`src/design/ntes_pkg.sv`:
```
// shared types, constants and codes for the next event timer scheduler
`timescale 1ns / 1ps
`default_nettype none
package ntes_pkg;

   // slot bank geometry
   localparam int SLOTS       = 8;
   localparam int MAX_REPORTS = 8;
   localparam int SLOT_IDX_W  = $clog2(SLOTS);
   localparam int CNT_W       = $clog2(MAX_REPORTS);

   // field widths
   localparam int MODE_W     = 2;
   localparam int SLOT_W     = 3;
   localparam int DUR_W      = 32;
   localparam int TIME_W     = 64;
   localparam int KIND_W     = 2;

   // least remaining time before any waiting slot is seen
   localparam logic [DUR_W-1:0] NO_WAIT_MIN = 32'hFFFF_FFFF;

   // request modes
   localparam logic [MODE_W-1:0] MODE_ARM     = 2'd0;
   localparam logic [MODE_W-1:0] MODE_ADVANCE = 2'd1;
   localparam logic [MODE_W-1:0] MODE_SET     = 2'd2;

   // response kinds
   localparam logic [KIND_W-1:0] KIND_ACK     = 2'd0;
   localparam logic [KIND_W-1:0] KIND_EXPIRED = 2'd1;
   localparam logic [KIND_W-1:0] KIND_NONE    = 2'd2;

   // controller to datapath commands
   typedef struct packed {
      logic exec;         // perform arm or set on the accepted word
      logic scan_start;   // clear scan index, minimum, mask and report count
      logic min_step;     // fold one slot into the running minimum
      logic sub_step;     // subtract the minimum from one slot
      logic out_ack;      // load an acknowledge word
      logic out_none;     // load a nothing-waiting word
      logic out_report;   // load the next expiry word and retire that slot
   } cmd_type;

   // datapath to controller status
   typedef struct packed {
      logic is_advance;   // offered word asks for an advance
      logic idx_last;     // scan index sits on the highest slot
      logic any_found;    // some waiting slot seen, including the current one
      logic out_free;     // output register can take a word this cycle
      logic report_last;  // the expiry word being loaded ends the item
   } status_type;

endpackage
`default_nettype wire

```
`src/design/ntes_if.sv`:
```
// request and response channel interfaces
`timescale 1ns / 1ps
`default_nettype none
interface ntes_req_if;
   logic                          valid;
   logic                          ready;
   logic [ntes_pkg::MODE_W-1:0]   mode;
   logic [ntes_pkg::SLOT_W-1:0]   slot;
   logic [ntes_pkg::DUR_W-1:0]    duration;
   logic [ntes_pkg::TIME_W-1:0]   time_value;

   modport source (output valid, output mode, output slot, output duration,
                   output time_value, input ready);
   modport sink   (input valid, input mode, input slot, input duration,
                   input time_value, output ready);
endinterface

interface ntes_rsp_if;
   logic                          valid;
   logic                          ready;
   logic [ntes_pkg::KIND_W-1:0]   kind;
   logic [ntes_pkg::SLOT_W-1:0]   fired_slot;
   logic [ntes_pkg::TIME_W-1:0]   time_now;
   logic                          last;

   modport source (output valid, output kind, output fired_slot, output time_now,
                   output last, input ready);
   modport sink   (input valid, input kind, input fired_slot, input time_now,
                   input last, output ready);
endinterface
`default_nettype wire

```
`src/design/ntes_dpath.sv`:
```
// datapath: slot bank, timestamp, minimum scan, expiry mask and output register
`timescale 1ns / 1ps
`default_nettype none
module ntes_dpath (
   input  wire logic                            clock,
   input  wire logic                            reset,
   input  wire ntes_pkg::cmd_type               cmd,
   output      ntes_pkg::status_type            status,
   input  wire logic [ntes_pkg::MODE_W-1:0]     req_mode,
   input  wire logic [ntes_pkg::SLOT_W-1:0]     req_slot,
   input  wire logic [ntes_pkg::DUR_W-1:0]      req_duration,
   input  wire logic [ntes_pkg::TIME_W-1:0]     req_time_value,
   input  wire logic                            rsp_ready,
   output      logic                            rsp_valid,
   output      logic [ntes_pkg::KIND_W-1:0]     rsp_kind,
   output      logic [ntes_pkg::SLOT_W-1:0]     rsp_fired_slot,
   output      logic [ntes_pkg::TIME_W-1:0]     rsp_time_now,
   output      logic                            rsp_last
);

   // slot bank and timestamp
   logic [ntes_pkg::DUR_W-1:0]      remaining_ff [ntes_pkg::SLOTS];
   logic [ntes_pkg::SLOTS-1:0]      waiting_ff;
   logic [ntes_pkg::TIME_W-1:0]     timestamp_ff;

   // scan state
   logic [ntes_pkg::SLOT_IDX_W-1:0] idx_ff;
   logic [ntes_pkg::DUR_W-1:0]      least_ff;
   logic                            any_ff;
   logic [ntes_pkg::SLOTS-1:0]      mask_ff;
   logic [ntes_pkg::CNT_W-1:0]      cnt_ff;

   // output register
   logic                            rsp_valid_ff;
   logic                            rsp_valid_in;
   logic [ntes_pkg::KIND_W-1:0]     rsp_kind_ff;
   logic [ntes_pkg::SLOT_W-1:0]     rsp_fired_slot_ff;
   logic [ntes_pkg::TIME_W-1:0]     rsp_time_now_ff;
   logic                            rsp_last_ff;

   logic [ntes_pkg::DUR_W-1:0]      cur;
   logic                            cur_waiting;
   logic [ntes_pkg::DUR_W-1:0]      diff;
   logic                            idx_last;
   logic [ntes_pkg::SLOT_IDX_W-1:0] sel;
   logic [ntes_pkg::SLOTS-1:0]      mask_less;
   logic                            slot_ok;

   // current slot of the scan
   assign cur         = remaining_ff[idx_ff];
   assign cur_waiting = waiting_ff[idx_ff];
   assign diff        = cur - least_ff;
   assign idx_last    = (idx_ff == ntes_pkg::SLOT_IDX_W'(ntes_pkg::SLOTS - 1));
   assign slot_ok     = (int'(req_slot) < ntes_pkg::SLOTS);

   // lowest pending expiry
   always_comb begin
      sel = '0;
      for (int i = ntes_pkg::SLOTS - 1; i >= 0; i--) begin
         if (mask_ff[i]) begin
            sel = ntes_pkg::SLOT_IDX_W'(i);
         end
      end
   end

   assign mask_less = mask_ff & (mask_ff - ntes_pkg::SLOTS'(1));

   // status back to the controller
   always_comb begin
      status.is_advance  = (req_mode == ntes_pkg::MODE_ADVANCE);
      status.idx_last    = idx_last;
      status.any_found   = any_ff | cur_waiting;
      status.out_free    = !rsp_valid_ff || rsp_ready;
      status.report_last = (mask_less == '0) ||
                           (cnt_ff == ntes_pkg::CNT_W'(ntes_pkg::MAX_REPORTS - 1));
   end

   // slot remaining times: arm writes, subtract pass updates
   always_ff @(posedge clock) begin
      if (cmd.exec && req_mode == ntes_pkg::MODE_ARM && slot_ok) begin
         remaining_ff[req_slot[ntes_pkg::SLOT_IDX_W-1:0]] <= req_duration;
      end else if (cmd.sub_step && cur_waiting) begin
         remaining_ff[idx_ff] <= diff;
      end
   end

   // waiting flags and timestamp
   always_ff @(posedge clock) begin
      if (reset) begin
         waiting_ff   <= '0;
         timestamp_ff <= '0;
      end else begin
         if (cmd.exec && req_mode == ntes_pkg::MODE_ARM && slot_ok) begin
            waiting_ff[req_slot[ntes_pkg::SLOT_IDX_W-1:0]] <= 1'b1;
         end else if (cmd.out_report) begin
            waiting_ff[sel] <= 1'b0;
         end
         if (cmd.exec && req_mode == ntes_pkg::MODE_SET) begin
            timestamp_ff <= req_time_value;
         end else if (cmd.sub_step && idx_last) begin
            timestamp_ff <= timestamp_ff + {{(ntes_pkg::TIME_W - ntes_pkg::DUR_W){1'b0}},
                                            least_ff};
         end
      end
   end

   // scan index, running minimum, expiry mask and report count
   always_ff @(posedge clock) begin
      if (reset) begin
         idx_ff   <= '0;
         least_ff <= ntes_pkg::NO_WAIT_MIN;
         any_ff   <= 1'b0;
         mask_ff  <= '0;
         cnt_ff   <= '0;
      end else if (cmd.scan_start) begin
         idx_ff   <= '0;
         least_ff <= ntes_pkg::NO_WAIT_MIN;
         any_ff   <= 1'b0;
         mask_ff  <= '0;
         cnt_ff   <= '0;
      end else begin
         if (cmd.min_step || cmd.sub_step) begin
            idx_ff <= idx_last ? '0 : idx_ff + ntes_pkg::SLOT_IDX_W'(1);
         end
         if (cmd.min_step && cur_waiting) begin
            any_ff <= 1'b1;
            if (cur < least_ff) begin
               least_ff <= cur;
            end
         end
         if (cmd.sub_step && cur_waiting && diff == '0) begin
            mask_ff[idx_ff] <= 1'b1;
         end
         if (cmd.out_report) begin
            mask_ff[sel] <= 1'b0;
            cnt_ff       <= cnt_ff + ntes_pkg::CNT_W'(1);
         end
      end
   end

   // output register valid
   always_comb begin
      rsp_valid_in = rsp_valid_ff;
      if (cmd.out_ack || cmd.out_none || cmd.out_report) begin
         rsp_valid_in = 1'b1;
      end else if (rsp_ready) begin
         rsp_valid_in = 1'b0;
      end
   end

   always_ff @(posedge clock) begin
      if (reset) begin
         rsp_valid_ff <= 1'b0;
      end else begin
         rsp_valid_ff <= rsp_valid_in;
      end
   end

   // output register payload
   always_ff @(posedge clock) begin
      if (cmd.out_report) begin
         rsp_kind_ff       <= ntes_pkg::KIND_EXPIRED;
         rsp_fired_slot_ff <= sel;
         rsp_time_now_ff   <= timestamp_ff;
         rsp_last_ff       <= status.report_last;
      end else if (cmd.out_ack || cmd.out_none) begin
         rsp_kind_ff       <= cmd.out_none ? ntes_pkg::KIND_NONE : ntes_pkg::KIND_ACK;
         rsp_fired_slot_ff <= '0;
         rsp_time_now_ff   <= timestamp_ff;
         rsp_last_ff       <= 1'b1;
      end
   end

   assign rsp_valid      = rsp_valid_ff;
   assign rsp_kind       = rsp_kind_ff;
   assign rsp_fired_slot = rsp_fired_slot_ff;
   assign rsp_time_now   = rsp_time_now_ff;
   assign rsp_last       = rsp_last_ff;

endmodule
`default_nettype wire

```
`src/design/ntes_ctrl.sv`:
```
// controller: sequences accept, minimum scan, subtract pass and reporting
`timescale 1ns / 1ps
`default_nettype none
module ntes_ctrl (
   input  wire logic                  clock,
   input  wire logic                  reset,
   input  wire logic                  req_valid,
   output      logic                  req_ready,
   input  wire ntes_pkg::status_type  status,
   output      ntes_pkg::cmd_type     cmd
);

   localparam logic [2:0] ST_IDLE   = 3'd0;
   localparam logic [2:0] ST_ACK    = 3'd1;
   localparam logic [2:0] ST_MIN    = 3'd2;
   localparam logic [2:0] ST_SUB    = 3'd3;
   localparam logic [2:0] ST_REPORT = 3'd4;
   localparam logic [2:0] ST_NONE   = 3'd5;

   logic [2:0] state_ff;
   logic [2:0] state_in;

   // next state and commands
   always_comb begin
      state_in  = state_ff;
      cmd       = '0;
      req_ready = 1'b0;
      case (state_ff)
         ST_IDLE: begin
            req_ready = 1'b1;
            if (req_valid) begin
               cmd.exec = 1'b1;
               if (status.is_advance) begin
                  cmd.scan_start = 1'b1;
                  state_in       = ST_MIN;
               end else begin
                  state_in = ST_ACK;
               end
            end
         end
         ST_ACK: begin
            if (status.out_free) begin
               cmd.out_ack = 1'b1;
               state_in    = ST_IDLE;
            end
         end
         ST_MIN: begin
            cmd.min_step = 1'b1;
            if (status.idx_last) begin
               state_in = status.any_found ? ST_SUB : ST_NONE;
            end
         end
         ST_SUB: begin
            cmd.sub_step = 1'b1;
            if (status.idx_last) begin
               state_in = ST_REPORT;
            end
         end
         ST_REPORT: begin
            if (status.out_free) begin
               cmd.out_report = 1'b1;
               if (status.report_last) begin
                  state_in = ST_IDLE;
               end
            end
         end
         ST_NONE: begin
            if (status.out_free) begin
               cmd.out_none = 1'b1;
               state_in     = ST_IDLE;
            end
         end
         default: begin
            state_in = ST_IDLE;
         end
      endcase
   end

   // state register
   always_ff @(posedge clock) begin
      if (reset) begin
         state_ff <= ST_IDLE;
      end else begin
         state_ff <= state_in;
      end
   end

endmodule
`default_nettype wire

```
`src/design/next_event_timer_scheduler_unit.sv`:
```
// top level of the next event timer scheduler
//
//   channel   dir   handshake          words
//   req_ch    in    valid / ready      mode, slot, duration, time_value
//   rsp_ch    out   valid / ready      kind, fired_slot, time_now, last
//
// arm, set and unused modes are accepted, then answered with the acknowledge word.
// advance runs the minimum scan over all SLOTS slots, then the subtract pass over
// all slots, then one expiry word per expired slot; with nothing waiting the scan
// is followed by a nothing-waiting word. both scans use the single bank read port.
// reset is synchronous: waiting flags, timestamp and control clear.
// a stalled response holds the sequencer; a new word is taken only between items.
`timescale 1ns / 1ps
`default_nettype none
module next_event_timer_scheduler_unit (
   input  wire logic  clock,
   input  wire logic  reset,
   ntes_req_if.sink   req_ch,
   ntes_rsp_if.source rsp_ch
);

   ntes_pkg::cmd_type    cmd;
   ntes_pkg::status_type status;

   // sequencer
   ntes_ctrl u_ctrl (
      .clock     (clock),
      .reset     (reset),
      .req_valid (req_ch.valid),
      .req_ready (req_ch.ready),
      .status    (status),
      .cmd       (cmd)
   );

   // slot bank and output register
   ntes_dpath u_dpath (
      .clock          (clock),
      .reset          (reset),
      .cmd            (cmd),
      .status         (status),
      .req_mode       (req_ch.mode),
      .req_slot       (req_ch.slot),
      .req_duration   (req_ch.duration),
      .req_time_value (req_ch.time_value),
      .rsp_ready      (rsp_ch.ready),
      .rsp_valid      (rsp_ch.valid),
      .rsp_kind       (rsp_ch.kind),
      .rsp_fired_slot (rsp_ch.fired_slot),
      .rsp_time_now   (rsp_ch.time_now),
      .rsp_last       (rsp_ch.last)
   );

endmodule
`default_nettype wire

```
`src/flat_wrapper.sv`:
```
// flat-port wrapper written by rule: the top's interface ports become plain ports
module next_event_timer_scheduler_unit_flat 
  (clock, reset, req_ch_valid, req_ch_mode, req_ch_slot, req_ch_duration, req_ch_time_value, req_ch_ready, rsp_ch_valid, rsp_ch_kind, rsp_ch_fired_slot, rsp_ch_time_now, rsp_ch_last, rsp_ch_ready);
  ntes_req_if req_ch_i ();
  ntes_rsp_if rsp_ch_i ();
  input  wire logic clock;
  input  wire logic reset;
  input wire logic [$bits(req_ch_i.valid)-1:0] req_ch_valid;
  input wire logic [$bits(req_ch_i.mode)-1:0] req_ch_mode;
  input wire logic [$bits(req_ch_i.slot)-1:0] req_ch_slot;
  input wire logic [$bits(req_ch_i.duration)-1:0] req_ch_duration;
  input wire logic [$bits(req_ch_i.time_value)-1:0] req_ch_time_value;
  output wire logic [$bits(req_ch_i.ready)-1:0] req_ch_ready;
  output wire logic [$bits(rsp_ch_i.valid)-1:0] rsp_ch_valid;
  output wire logic [$bits(rsp_ch_i.kind)-1:0] rsp_ch_kind;
  output wire logic [$bits(rsp_ch_i.fired_slot)-1:0] rsp_ch_fired_slot;
  output wire logic [$bits(rsp_ch_i.time_now)-1:0] rsp_ch_time_now;
  output wire logic [$bits(rsp_ch_i.last)-1:0] rsp_ch_last;
  input wire logic [$bits(rsp_ch_i.ready)-1:0] rsp_ch_ready;
  assign req_ch_i.valid = req_ch_valid;
  assign req_ch_i.mode = req_ch_mode;
  assign req_ch_i.slot = req_ch_slot;
  assign req_ch_i.duration = req_ch_duration;
  assign req_ch_i.time_value = req_ch_time_value;
  assign req_ch_ready = req_ch_i.ready;
  assign rsp_ch_valid = rsp_ch_i.valid;
  assign rsp_ch_kind = rsp_ch_i.kind;
  assign rsp_ch_fired_slot = rsp_ch_i.fired_slot;
  assign rsp_ch_time_now = rsp_ch_i.time_now;
  assign rsp_ch_last = rsp_ch_i.last;
  assign rsp_ch_i.ready = rsp_ch_ready;
  next_event_timer_scheduler_unit u_core (.clock(clock), .reset(reset), .req_ch(req_ch_i), .rsp_ch(rsp_ch_i));
endmodule
```
`config.mk`:
```
export PLATFORM = sky130hd
export DESIGN_NAME = next_event_timer_scheduler_unit_flat
export DESIGN_NICKNAME = d
export VERILOG_FILES = /design/src/design/ntes_pkg.sv /design/src/design/ntes_if.sv /design/src/design/ntes_dpath.sv /design/src/design/ntes_ctrl.sv /design/src/design/next_event_timer_scheduler_unit.sv /design/src/flat_wrapper.sv
export SDC_FILE = /design/constraint.sdc
export NUM_CORES = 1
export LEC_CHECK = 0
export BUFFER_PORTS_ARGS = -buffer_cell sky130_fd_sc_hd__buf_2
export CAP_MARGIN = 20
export CORE_MARGIN = 8
export CORE_UTILIZATION = 57
export CTS_CLUSTER_SIZE = 20
export DETAILED_ROUTE_END_ITERATION = 10
export GPL_TIMING_DRIVEN = 0
export PLACE_DENSITY_LB_ADDON = 0.08
export SETUP_SLACK_MARGIN = 0.05
export SLEW_MARGIN = 20
export SYNTH_ARGS = -nofsm -noshare
export SYNTH_HDL_FRONTEND = slang
export SYNTH_HIERARCHICAL = 1
export SYNTH_SLANG_ARGS = --single-unit
```
`constraint.sdc`:
```
create_clock -name clock -period 6.4 [get_ports clock]
set_clock_uncertainty 0.1 [all_clocks]
set_input_delay 0.32 -clock clock [delete_from_list [all_inputs] [get_ports clock]]
set_output_delay 0.32 -clock clock [all_outputs]
set_load 0.03 [all_outputs]
```
# Yosys cells after proc, flatten, opt, wreduce, memory -nomap -nowiden
# Memories as Yosys holds them, arrays and structs flattened. A register that Yosys moved wholly into a read port is not among the register bits.
# Cells that the tools add are included.
[word_totals] ff_bits=193 ramBits=256 in_bits=105 out_inout_bits=72 wordCells=139 mem_count=1
[mem_list] memory="u_core.u_dpath.remaining_ff" words=8 word_bits=32 read_ports=1 rd_clocked_by_memory_dff=1 wr=1 line_no="ntes_dpath.sv:22" source="logic [ntes_pkg::DUR_W-1:0] remaining_ff [ntes_pkg::SLOTS];"
[classes] n_addsub=5 magnitude_cmp=7 n_eq_ne=15 mux=63 bitwise=7 n_reduce_logical=28
[ops] operator="2-to-1 mux 64 bit" count=4
[ops] operator="adder 64 x 32 -> 64 bit" count=1
[ops] operator="2-to-1 mux 3 bit" count=21
[ops] operator="2-to-1 mux 8 bit" count=6
[ops] operator="zero test 32 bit" count=1
[ops] operator="less-than comparator 32 bit" count=1
[ops] operator="2-to-1 mux 32 bit" count=1
[ops] operator="OR reduction 32 bit" count=1
[ops] operator="subtractor 32 bit" count=1
[ops] operator="AND 8 bit" count=3
[ops] operator="2-to-1 mux 1 bit" count=22
[ops] operator="bitwise OR 8 bit" count=2
[ops] operator="case mux 3 bit (5 select lines)" count=1
[ops] operator="equality test 3 bit (second input constant)" count=4
[ops] operator="less-than comparator 3 x 4 -> 1 bit (second input constant)" count=3
[ops] operator="demux 1 bit (select 3 bit)" count=3
[ops] operator="greater-or-equal comparator 3 x 1 -> 1 bit (second input constant)" count=3
[ops] operator="logical AND 1 bit" count=9
[ops] operator="zero test 8 bit" count=1
[ops] operator="2-to-1 mux 2 bit" count=4
[ops] operator="NOT 8 bit" count=1
[ops] operator="nonzero test 2 bit" count=4
[ops] operator="subtractor 8 x 1 -> 8 bit (second input constant)" count=1
[ops] operator="adder 3 x 1 -> 3 bit (second input constant)" count=2
[ops] operator="other kinds (15)" count=25

# Longest topological paths before layout
# Gate-level depths: netlist of the first run.
[depth] ltp_word=16 depth_mapped=16 depth_no_buf=13

# Cells and area by module
# The synthesis of the first run kept the hierarchy.
[modules_own_cells] module="ntes_dpath" n_inst=1 cells_each=1820 area_each_um2=21968.6 seq_area_each_um2=12231.7
[modules_own_cells] module="ntes_ctrl" n_inst=1 cells_each=28 area_each_um2=230.2 seq_area_each_um2=60.1

# Worst setup path after synthesis of the first run
# Ideal clock, no wire load.
[synth_path] path_kind="register to register" startpoint="register with a tool-made name" endpoint="register u_core/u_dpath/mask_ff[6] in the netlist's numbering" setup_time_ps=60 arrival_ps=4631 required_ps=6240 path_slack_ps=1608 path_stages_with_launch=15 n_path_buf=2 synth_period_minus_slack_ps=4792 path_cell_list="dfxtp_1 clkbuf_1 buf_1 mux4_2 mux2_2 ha_1 nor2b_4 o31a_1 o211ai_2 a21oi_2 or3_1 a22oi_1 or4b_4 a2111oi_4 a22o_1"
[synth_rtl] element="to (signal assigned)" line_no="ntes_dpath.sv:113" source="mask_ff <= '0;"
[synth_rtl] element="to (signal assigned)" line_no="ntes_dpath.sv:119" source="mask_ff <= '0;"
[synth_rtl] element="to (signal, indexed assignment)" line_no="ntes_dpath.sv:132" source="mask_ff[idx_ff] <= 1'b1;"
[synth_rtl] element="to (decl)" line_no="ntes_dpath.sv:30" source="logic [ntes_pkg::SLOTS-1:0] mask_ff;"

==> flow_metrics.tcl, run 1 <==
set metrics [dict create \
    drv_cap 0 \
    met1_usage_pct 34.74 \
    synth_seq_cells 452 \
    finalCritPeriodShare_pct 93.95 \
    layout_min_cycle_time_ns 6.013 \
    overflow 0 \
    leakagePower_nw 9.550 \
    root_buffer "clkbuf_16" \
    worst_pin_slew_ns 0.9401 \
    wl_mm 59.43 \
    die_area_um2 45520 \
    drt-initial-drc-count 1345 \
    stdcell_area_um2 26070 \
    postRouteAntennaNets 0 \
    antenna_found_initial 0 \
    vias 16230 \
    area_delta_synth_final_pct 17.46 \
    drcViolationCount 0 \
    power_frac_clock_pct 38.9 \
    cts_sinks 452 \
    met3_usage_pct 4.735 \
    yosysTopAreaCell "edfxtp_1" \
    syn_avg_cell_area_um2 12.01 \
    busiest_layer "met2" \
    async_reset_ff_share_pct 0 \
    grt_start_max_net_pins 42 \
    syn_area_um2 22200 \
    critPathArrivalTime_ns 6.44 \
    p_switching_mw 1.571 \
    clock_latency_ns 0.59 \
    fin_util_pct 67.62 \
    cp_data_required_time_ns 6.83 \
    synth_top_area_share_pct 43.83 \
    core_region_area_um2 38560 \
    status "complete, no violations" \
    rows 72 \
    syn_inst 1848 \
    mostFrequentLayoutCells "edfxtp_1 (324), buf_2 (189), nand2_1 (175), nor2_1 (148), dfxtp_1 (128)" \
    final_common_cell "edfxtp_1" \
    grt_pass1_wl_mm 90.47 \
    slew-limit-headroom_pct 37.33 \
    switching_share_pct 24.36 \
    final-instance-count-excl-fill 2699 \
    layout-drive-gt1-share_pct 19.85 \
    io_pins 177 \
    final_nets 2320 \
    dp_cells 2551 \
    vias_per_cell 6.013 \
    yosysSeqAreaShare_pct 55.37 \
    clock.fmax_ghz 0.1663 \
    yosys-top-cells-area "edfxtp_1 (44%), dfxtp_1 (12%), mux4_2 (6.7%), ha_1 (3.8%), nand2_1 (3.0%)" \
    grt_usage_pct 25.92 \
    syn-num-nets 2023 \
    fin_setup_tns_ns 0 \
    yosysWarningCount 6 \
    ys_types 94 \
    power_density_nw_per_um2 247.3 \
    hpwl_mm 43.38 \
    hold_viol 0 \
    rsz0062_at_grt "no" \
    synth_edf_count 324 \
    diodes 0 \
    wl_per_cell_um 22.02 \
    die_w_um 213.3 \
    post_dp_cell_area_um2 24000 \
    die_h_um 213.3 \
    hold_class "input port to flop" \
    met2_usage_pct 42.78 \
    internal_power_mw 4.877 \
    htreeDepth 2 \
    endpoint_kind "flop" \
    setup-violations-final 0 \
    synth_flop_cell "edfxtp_1" \
    n_fill_cell 2932 \
    pwr-share-seq_pct 50.0 \
    startpoint_type "flop" \
    power_frac_comb_pct 11.0 \
    clock_path_buffers 3 \
    numCtsBuffers 47 \
    total_power_mw 6.449 \
    cts_tree "yes" \
    critPathMaxFanout 10 \
    place_congestion 0.9323 \
    start_util_pct 57.57 \
    crit_type "flop to flop" \
    port-buffer-count 175 \
    vdd_drop_max_mv 0.2163 \
    finalMaxSlewViolations 0 \
    cts.reportedPaths.clkPinSlew_ns 0.06 \
    grt_pass1_vias 16010 \
    drt_pre_antenna_iters 7 \
]
## sequential cells by signal (all words and copies together) (netlist names), named ones only
signal	cells
u_core/u_ctrl/state_ff	3
u_core/u_dpath/any_ff	1
u_core/u_dpath/cnt_ff	3
u_core/u_dpath/idx_ff	3
u_core/u_dpath/least_ff	32
u_core/u_dpath/mask_ff	8
u_core/u_dpath/remaining_ff	256
u_core/u_dpath/rsp_fired_slot	3
u_core/u_dpath/rsp_kind	2
u_core/u_dpath/rsp_last	1
u_core/u_dpath/rsp_time_now	64
u_core/u_dpath/rsp_valid	1
u_core/u_dpath/timestamp_ff	64
u_core/u_dpath/waiting_ff	8
## worst paths after layout
| check | cells past startpoint | startpoint | slack (ns) | endpoint |
|---|---|---|---|---|
| max | 15 | flop | 0.39 | u_core/u_dpath/mask_ff[4] |
| min | 3 | req_ch_time_value[54] | 0.02 | u_core/u_dpath/timestamp_ff[54] |
| max reg2reg | 15 | flop | 0.39 | u_core/u_dpath/mask_ff[4] |
| min reg2reg | 2 | u_core/u_dpath/rsp_kind[0] | 0.35 | u_core/u_dpath/rsp_kind[0] |
## cells in the mapped netlist (9+ instances only)
cell type,n
edfxtp_1,324
nand2_1,176
nor2_1,154
dfxtp_1,128
a21oi_1,104
o21ai_0,78
clkbuf_1,74
ha_1,68
mux4_2,66
a211oi_1,63
inv_1,57
xnor2_1,46
mux2_2,43
o211ai_1,43
xor2_1,29
a21o_1,26
a311oi_1,22
nand3_1,22
nand4_1,18
nor3_1,18
nor2b_1,17
and2_1,14
buf_2,14
a31oi_1,13
and3_1,13
nand3b_1,12
mux2i_1,11
o21a_1,11
a22o_1,10
or3_1,10
o2111ai_1,9
o31ai_1,9
## power by group through the flow
| stage | logic (mW) | clock network (mW) | registers (mW) |
|---|---|---|---|
| global route | 0.777 | 2.66 | 3.23 |
| detailed placement | 0.672 | 0 | 3.29 |
| CTS | 0.707 | 2.54 | 3.22 |
| finish | 0.712 | 2.51 | 3.23 |
| floorplan | 0.440 | 0 | 3.31 |
| global placement | 0.659 | 0 | 3.29 |
## critical path, stage by stage (launching register included)
cell and delay (ns):
dfxtp_1 0.37, clkbuf_1 0.52, clkbuf_1 0.74, mux4_2 0.42, mux2_2 0.34, ha_1 0.29, buf_2 0.20, a21oi_2 0.09
o21ai_1 0.42, a21boi_2 0.19, o2111ai_1 0.37, nand2_1 0.14, xnor2_1 0.21, or4b_4 0.59, a2111oi_4 0.72, a22o_1 0.23
## logic make-up (layout without fill, tap and decap cells)
kind of cell             count (synthesis)  after routing  share of synthesized area [%]
AND/OR/NAND/NOR                        516            516                          11.26
flip-flops                             452            452                          55.37
AO/OA/AOI/OAI                          450            450                          13.90
buffers and inverters                  163            496                          3.032
multiplexers                           120            120                          9.373
XOR/XNOR                                75             75                          2.959
adder cells (fa/ha/maj)                 72             72                          4.103
## through the flow
step,worst slack [ns],hold slack (ns)
2_1_floorplan,1.608,0.2824
3_3_place_gp,0.05560,0.3311
3_5_place_dp,0.04695,0.3385
4_1_cts,0.08022,0.004029
5_1_grt,0.1179,0.01979
6_report,0.3872,0.02195
## timing repair
item / in CTS / in global routing
hold buffers: 64 / 0
hold endpoints to repair: 67 / 0
buffers inserted: 0 / 0
endpoints found under the setup margin: 16 / 36
resized for setup: 4 / 6
## per-layer routing
layer,part of all wire [%],vias to the layer above,routed length [um]
li1,-,7638,-
met1,43,7875,25530
met2,47,595,28040
met3,7.1,120,4212
met4,2.8,0,1646
met5,0,-,0
## final cells by class
type,instances,area (um^2),share of cell area [%]
clock buffers,56,1210,4.640
plain buffers,105,479.2,1.838
inverters,57,214.0,0.8206
flip-flops and latches,452,12290,47.14
well taps,518,648.1,2.486
clock inverters,29,190.2,0.7294
repair buffers,249,1739,6.670
multi-input cells,1233,9301,35.67
Note: power is estimated with default switching activity, not from simulation.
==> run 2: changes to the inputs <==
RECOVER_POWER = 50   (was not set)
==> flow_metrics.tcl, run 2 (same netlist as run 1, synthesis figures left out) <==
set metrics [dict create \
    status "finished, violations left" \
    violations "max-capacitance violations, max-slew violations" \
    total_power_mw 6.433 \
    hold_ws_ns 0.02973 \
    post_dp_cell_area_um2 24000 \
    wl_met3_mm 4.641 \
    hpwl_mm 43.38 \
    min_from "req_ch_time_value[54]" \
    fin_ws_ns 0.3586 \
    regMostFlops "u_core/u_dpath/remaining_ff" \
    grt_start_max_net_pins 42 \
    timing.rr.end "u_core/u_dpath/mask_ff[4]" \
    layout_min_cycle_time_ns 6.041 \
    drcViolationCount 0 \
    vdd_drop_max_mv 0.2173 \
    power_density_nw_per_um2 249.5 \
    holdPathEnd "u_core/u_dpath/timestamp_ff[54]" \
    clock.fmax_ghz 0.1655 \
    wl_mm 59.64 \
    diodes 0 \
    start_util_pct 57.57 \
    critPathSlowestCell "clkbuf_1" \
    fin_util_pct 66.86 \
    p_switching_mw 1.567 \
    fin_setup_tns_ns 0 \
    grt_usage_pct 25.92 \
    rsz0062_at_grt "no" \
    cts.reportedPaths.clkPinSlew_ns 0.06 \
    grt_pass1_wl_mm 90.47 \
    area_delta_synth_final_pct 16.13 \
    power_frac_clock_pct 39.1 \
    slew-limit-headroom_pct -49.48 \
    critical_path.cell_chain "clkbuf_1, clkbuf_1, mux4_2, mux2_2, ha_1, buf_2, a21oi_2, o21ai_1, a21boi_2, o2111ai_1, nand2_1, xnor2_1, or4b_4, a2111oi_4, a22o_1" \
    htreeDepth 2 \
    clock_latency_ns 0.60 \
    cp_data_required_time_ns 6.83 \
    layout-drive-gt1-share_pct 15.31 \
    internal_power_mw 4.865 \
    worst_pin_slew_ns 2.242 \
    drv_cap 9 \
    met2_length_mm 28.04 \
    io_pins 177 \
    crit_type "flop to flop" \
    finalCritPeriodShare_pct 94.40 \
    rows 72 \
    drt-initial-drc-count 1259 \
    top_layer "met4" \
    startpoint_type "flop" \
    hold_class "input port to flop" \
    power_frac_comb_pct 10.7 \
    dp_cells 2551 \
    overflow 0 \
    die_area_um2 45520 \
    slowest_delay_ns 0.74 \
    cp_common_cell "clkbuf_1" \
    hold_depth 3 \
    cp_num_buf_inv 3 \
    cts_tree "yes" \
    numCtsBuffers 47 \
    critPathArrivalTime_ns 6.47 \
    final_common_cell "edfxtp_1" \
    cts_sinks 452 \
    port-buffer-count 175 \
    worst-r2r-cell-count 15 \
    clock_path_buffers 3 \
    die_w_um 213.3 \
    vias 16170 \
    finalMaxSlewViolations 173 \
    die_h_um 213.3 \
    path_delay_family "compound AO/OA/AOI/OAI gates" \
    r2r_slack_ns 0.36 \
    switching_share_pct 24.37 \
    vias_per_cell 5.991 \
    place_congestion 0.9323 \
    final-instance-count-excl-fill 2699 \
    m1WireLength_mm 25.37 \
    core_region_area_um2 38560 \
    largest_reg_flops 256 \
    critPathMaxFanout 10 \
    endpoint_kind "flop" \
    grt_pass1_vias 16010 \
    pwr-share-seq_pct 50.2 \
    mostFrequentLayoutCells "edfxtp_1 (324), nand2_1 (176), clkbuf_1 (166), nor2_1 (154), dfxtp_1 (128)" \
    root_buffer "clkbuf_16" \
    final_nets 2320 \
    stdcell_area_um2 25780 \
    post-cts-setup-buffers 0 \
    setup-violations-final 0 \
    drt_pre_antenna_iters 6 \
    antenna_found_initial 0 \
    leakagePower_nw 9.260 \
    hold_viol 0 \
    wl_per_cell_um 22.10 \
    postRouteAntennaNets 0 \
    dp_slack_ns 0.04695 \
]
-- run 2: changes by cell type in the layout (fill, tap and decap cells not counted), sizes merged --
cell | before | now
buf | 208 | 125
clkbuf | 134 | 217
-- run 2: metal layers --
metal,vias to the layer above,GRT usage [%]
met5,-,0
met4,0,8.012
li1,7638,-
met1,7799,34.74
met2,625,42.78
met3,109,4.735
-- run 2: how the worst max path moves through the flow --
stage | startpoint | to | depth (start not counted)
3_3_place_gp | flop | u_core/u_dpath/mask_ff[1] | 15
4_1_cts | flop | u_core/u_dpath/mask_ff[4] | 15
3_5_place_dp | flop | u_core/u_dpath/mask_ff[4] | 15
5_1_grt | flop | u_core/u_dpath/mask_ff[4] | 15
2_1_floorplan | flop | u_core/u_dpath/mask_ff[6] | 14
6_report | flop | u_core/u_dpath/mask_ff[4] | 15
-- run 2: cell type report --
type,instances,area [um^2]
fillers,3008,12780
flip-flops and latches,452,12290
multi-input cells,1233,9195
repair buffers,249,1559
clock buffers,56,1210
well taps,518,648.1
plain buffers,105,470.5
inverters,57,214.0
clock inverters,29,190.2
-- run 2: worst reg2reg max path, cell delays in order (launching register included) --
cell and delay [ns]:
dfxtp_1 0.37, clkbuf_1 0.52, clkbuf_1 0.74, mux4_2 0.42, mux2_2 0.34, ha_1 0.29, buf_2 0.20, a21oi_2 0.10
o21ai_1 0.43, a21boi_2 0.19, o2111ai_1 0.37, nand2_1 0.14, xnor2_1 0.20, or4b_4 0.58, a2111oi_4 0.74, a22o_1 0.24
-- run 2: what timing repair did --
item / in CTS / in global routing
gates resized for setup: 4 / 6
cloned: 0 / 0
hold buffers: 64 / 0
endpoints found under the setup margin: 16 / 36
endpoints found under the hold margin: 67 / 0
-- run 2: power groups by stage --
stage | combinational (mW) | sequential [mW] | clock [mW]
floorplan | 0.440 | 3.31 | 0
global placement | 0.659 | 3.29 | 0
detailed placement | 0.672 | 3.29 | 0
CTS | 0.707 | 3.22 | 2.54
global route | 0.756 | 3.23 | 2.66
finish | 0.690 | 3.23 | 2.51
==> run 3: changes to the inputs <==
CORE_UTILIZATION = 40   (was 57)
==> flow_metrics.tcl, run 3 (same netlist as run 1, synthesis figures left out) <==
set metrics [dict create \
    clock_path_buffers 3 \
    drt_pre_antenna_iters 5 \
    postRouteAntennaNets 0 \
    io_pins 177 \
    hold_viol 0 \
    hpwl_mm 48.34 \
    worst_pin_slew_ns 2.309 \
    crit_type "flop to flop" \
    leakagePower_nw 9.427 \
    grt_start_max_net_pins 44 \
    hold_class "input port to flop" \
    core_region_area_um2 54990 \
    port-buffer-count 175 \
    power_density_nw_per_um2 255.7 \
    timing.rr.end "u_core/u_dpath/least_ff[1]" \
    grt_pass1_wl_mm 97.87 \
    area_delta_synth_final_pct 19.29 \
    antenna_found_initial 1 \
    finalCritPeriodShare_pct 91.82 \
    wl_mm 63.93 \
    vias 15940 \
    regMostFlops "u_core/u_dpath/remaining_ff" \
    htreeDepth 2 \
    cts.reportedPaths.clkPinSlew_ns 0.06 \
    final_common_cell "edfxtp_1" \
    slowest_delay_ns 0.75 \
    layout-drive-gt1-share_pct 15.97 \
    slew-limit-headroom_pct -53.93 \
    rsz0062_at_grt "no" \
    numCtsBuffers 51 \
    drt-initial-drc-count 1035 \
    cts_tree "yes" \
    setup-violations-final 0 \
    place_congestion 0.8683 \
    dp_slack_ns -0.1210 \
    critical_path.cell_chain "clkbuf_1, clkdlybuf4s15_2, mux4_2, mux2_2, ha_1, clkbuf_1, a21o_1, a21o_1, a21oi_1, o2111ai_1, nand2_1, o21ai_0, a31oi_1, clkbuf_1, o211ai_1" \
    cp_common_cell "clkbuf_1" \
    overflow 0 \
    drcViolationCount 0 \
    r2r_slack_ns 0.52 \
    die_h_um 251.6 \
    critPathArrivalTime_ns 6.21 \
    cp_data_required_time_ns 6.74 \
    rows 86 \
    critPathCapture "u_core/u_dpath/least_ff[1]" \
    fin_ws_ns 0.5233 \
    status "finished, violations left" \
    endpoint_kind "flop" \
    fin_setup_tns_ns 0 \
    vias_per_cell 5.409 \
    largest_reg_flops 256 \
    critPathSlowestCell "a31oi_1" \
    wl_per_cell_um 21.69 \
    grt_usage_pct 19.93 \
    vdd_drop_max_mv 0.2324 \
    violations "max-capacitance violations, max-slew violations" \
    cts_sinks 452 \
    die_w_um 251.6 \
    mostFrequentLayoutCells "edfxtp_1 (324), nand2_1 (176), clkbuf_1 (172), nor2_1 (152), dfxtp_1 (128)" \
    clock_latency_ns 0.59 \
    start_util_pct 40.37 \
    worst-r2r-cell-count 15 \
    layout_min_cycle_time_ns 5.877 \
    startpoint_type "flop" \
    critPathMaxFanout 10 \
    clock.fmax_ghz 0.1702 \
    finalMaxSlewViolations 91 \
    root_buffer "clkbuf_16" \
    drv_cap 4 \
    die_area_um2 63290 \
    final_nets 2333 \
    grt_pass1_vias 16250 \
]
-- run 3: cell types whose count changed in the layout (fill, tap and decap cells not counted), moves of 4 or more --
cell,previous run,this run
clkbuf_8,0,7
clkinv_2,9,2
clkbuf_1,166,172
clkbuf_16,47,53
buf_16,2,6
clkdlybuf4s15_2,2,6
clkinv_1,10,6
-- run 3: critical path: cells and delay by family (launching register included) --
kind / cells / cell delay [ns]
buffers and inverters: 4 / 1.83
and+or+nand+nor: 1 / 0.18
DFF: 1 / 0.37
muxes: 2 / 0.90
AOI/OAI and AO/OA: 7 / 2.05
adders and majority gates: 1 / 0.28
-- run 3: repair_timing --
item	in CTS	in global routing
buffers inserted	0	1
pin swaps	0	1
hold buffers	66	0
endpoints found under the setup margin	8	8
endpoints found under the hold margin	67	0
gates resized for setup	12	0
-- run 3: area by class of cell --
cell class                      instances  area, um^2
Fill cell                            5016       28500
Sequential cell                       452       12290
Multi-Input combinational cell       1233        9213
Timing Repair Buffer                  257        1680
Clock buffer                           73        1471
Tap cell                              748       935.9
Buffer                                106       496.7
Inverter                               57       214.0
Clock inverter                         20       175.2
Antenna cell                            1       2.502
-- run 3: where the power goes --
group	internal [mW]	total [mW]	leakage, nW	switching, mW
Combinational	0.283	0.703	4.64	0.420
Clock	1.68	2.84	0.792	1.16
Sequential	3.19	3.23	3.99	0.0357
-- run 3: worst min path at each step --
stage / end / from / slack (ns) / cells past startpoint
floorplan: u_core/u_ctrl/state_ff[1] / reset / 0.28 / 1
global placement: u_core/u_dpath/rsp_kind[0] / u_core/u_dpath/rsp_kind[0] / 0.33 / 2
detailed placement: u_core/u_dpath/rsp_kind[0] / u_core/u_dpath/rsp_kind[0] / 0.34 / 2
CTS: u_core/u_dpath/timestamp_ff[16] / req_ch_time_value[16] / 0.007 / 3
global route: u_core/u_dpath/timestamp_ff[16] / req_ch_time_value[16] / 0.02 / 3
finish: u_core/u_dpath/timestamp_ff[16] / req_ch_time_value[16] / 0.05 / 3
-- run 3: per-stage QoR --
step / power [mW] / hold slack, ns / instance area (um^2) / cells / utilization (%)
finish: 6.772 / 0.04640 / 26480 / 2947 / 48.16
global route: 7.019 / 0.01911 / 26480 / 2947 / 48.16
CTS: 6.860 / 0.006881 / 26810 / 2945 / 48.75
detailed placement: 3.976 / 0.3353 / 24450 / 2786 / 44.47
global placement: 3.965 / 0.3327 / 24010 / 2771 / 43.67
floorplan: 3.754 / 0.2824 / 22200 / 1848 / -
-- run 3: metal layers --
metal / part of all wire [%] / track usage (%) / wire length (um) / up-vias
met5: 0 / 0 / 0 / -
met4: 2.4 / 5.720 / 1506 / 0
met3: 5.5 / 3.437 / 3541 / 90
met2: 47 / 33.15 / 30290 / 448
met1: 45 / 26.63 / 28590 / 7727
li1: - / - / - / 7675
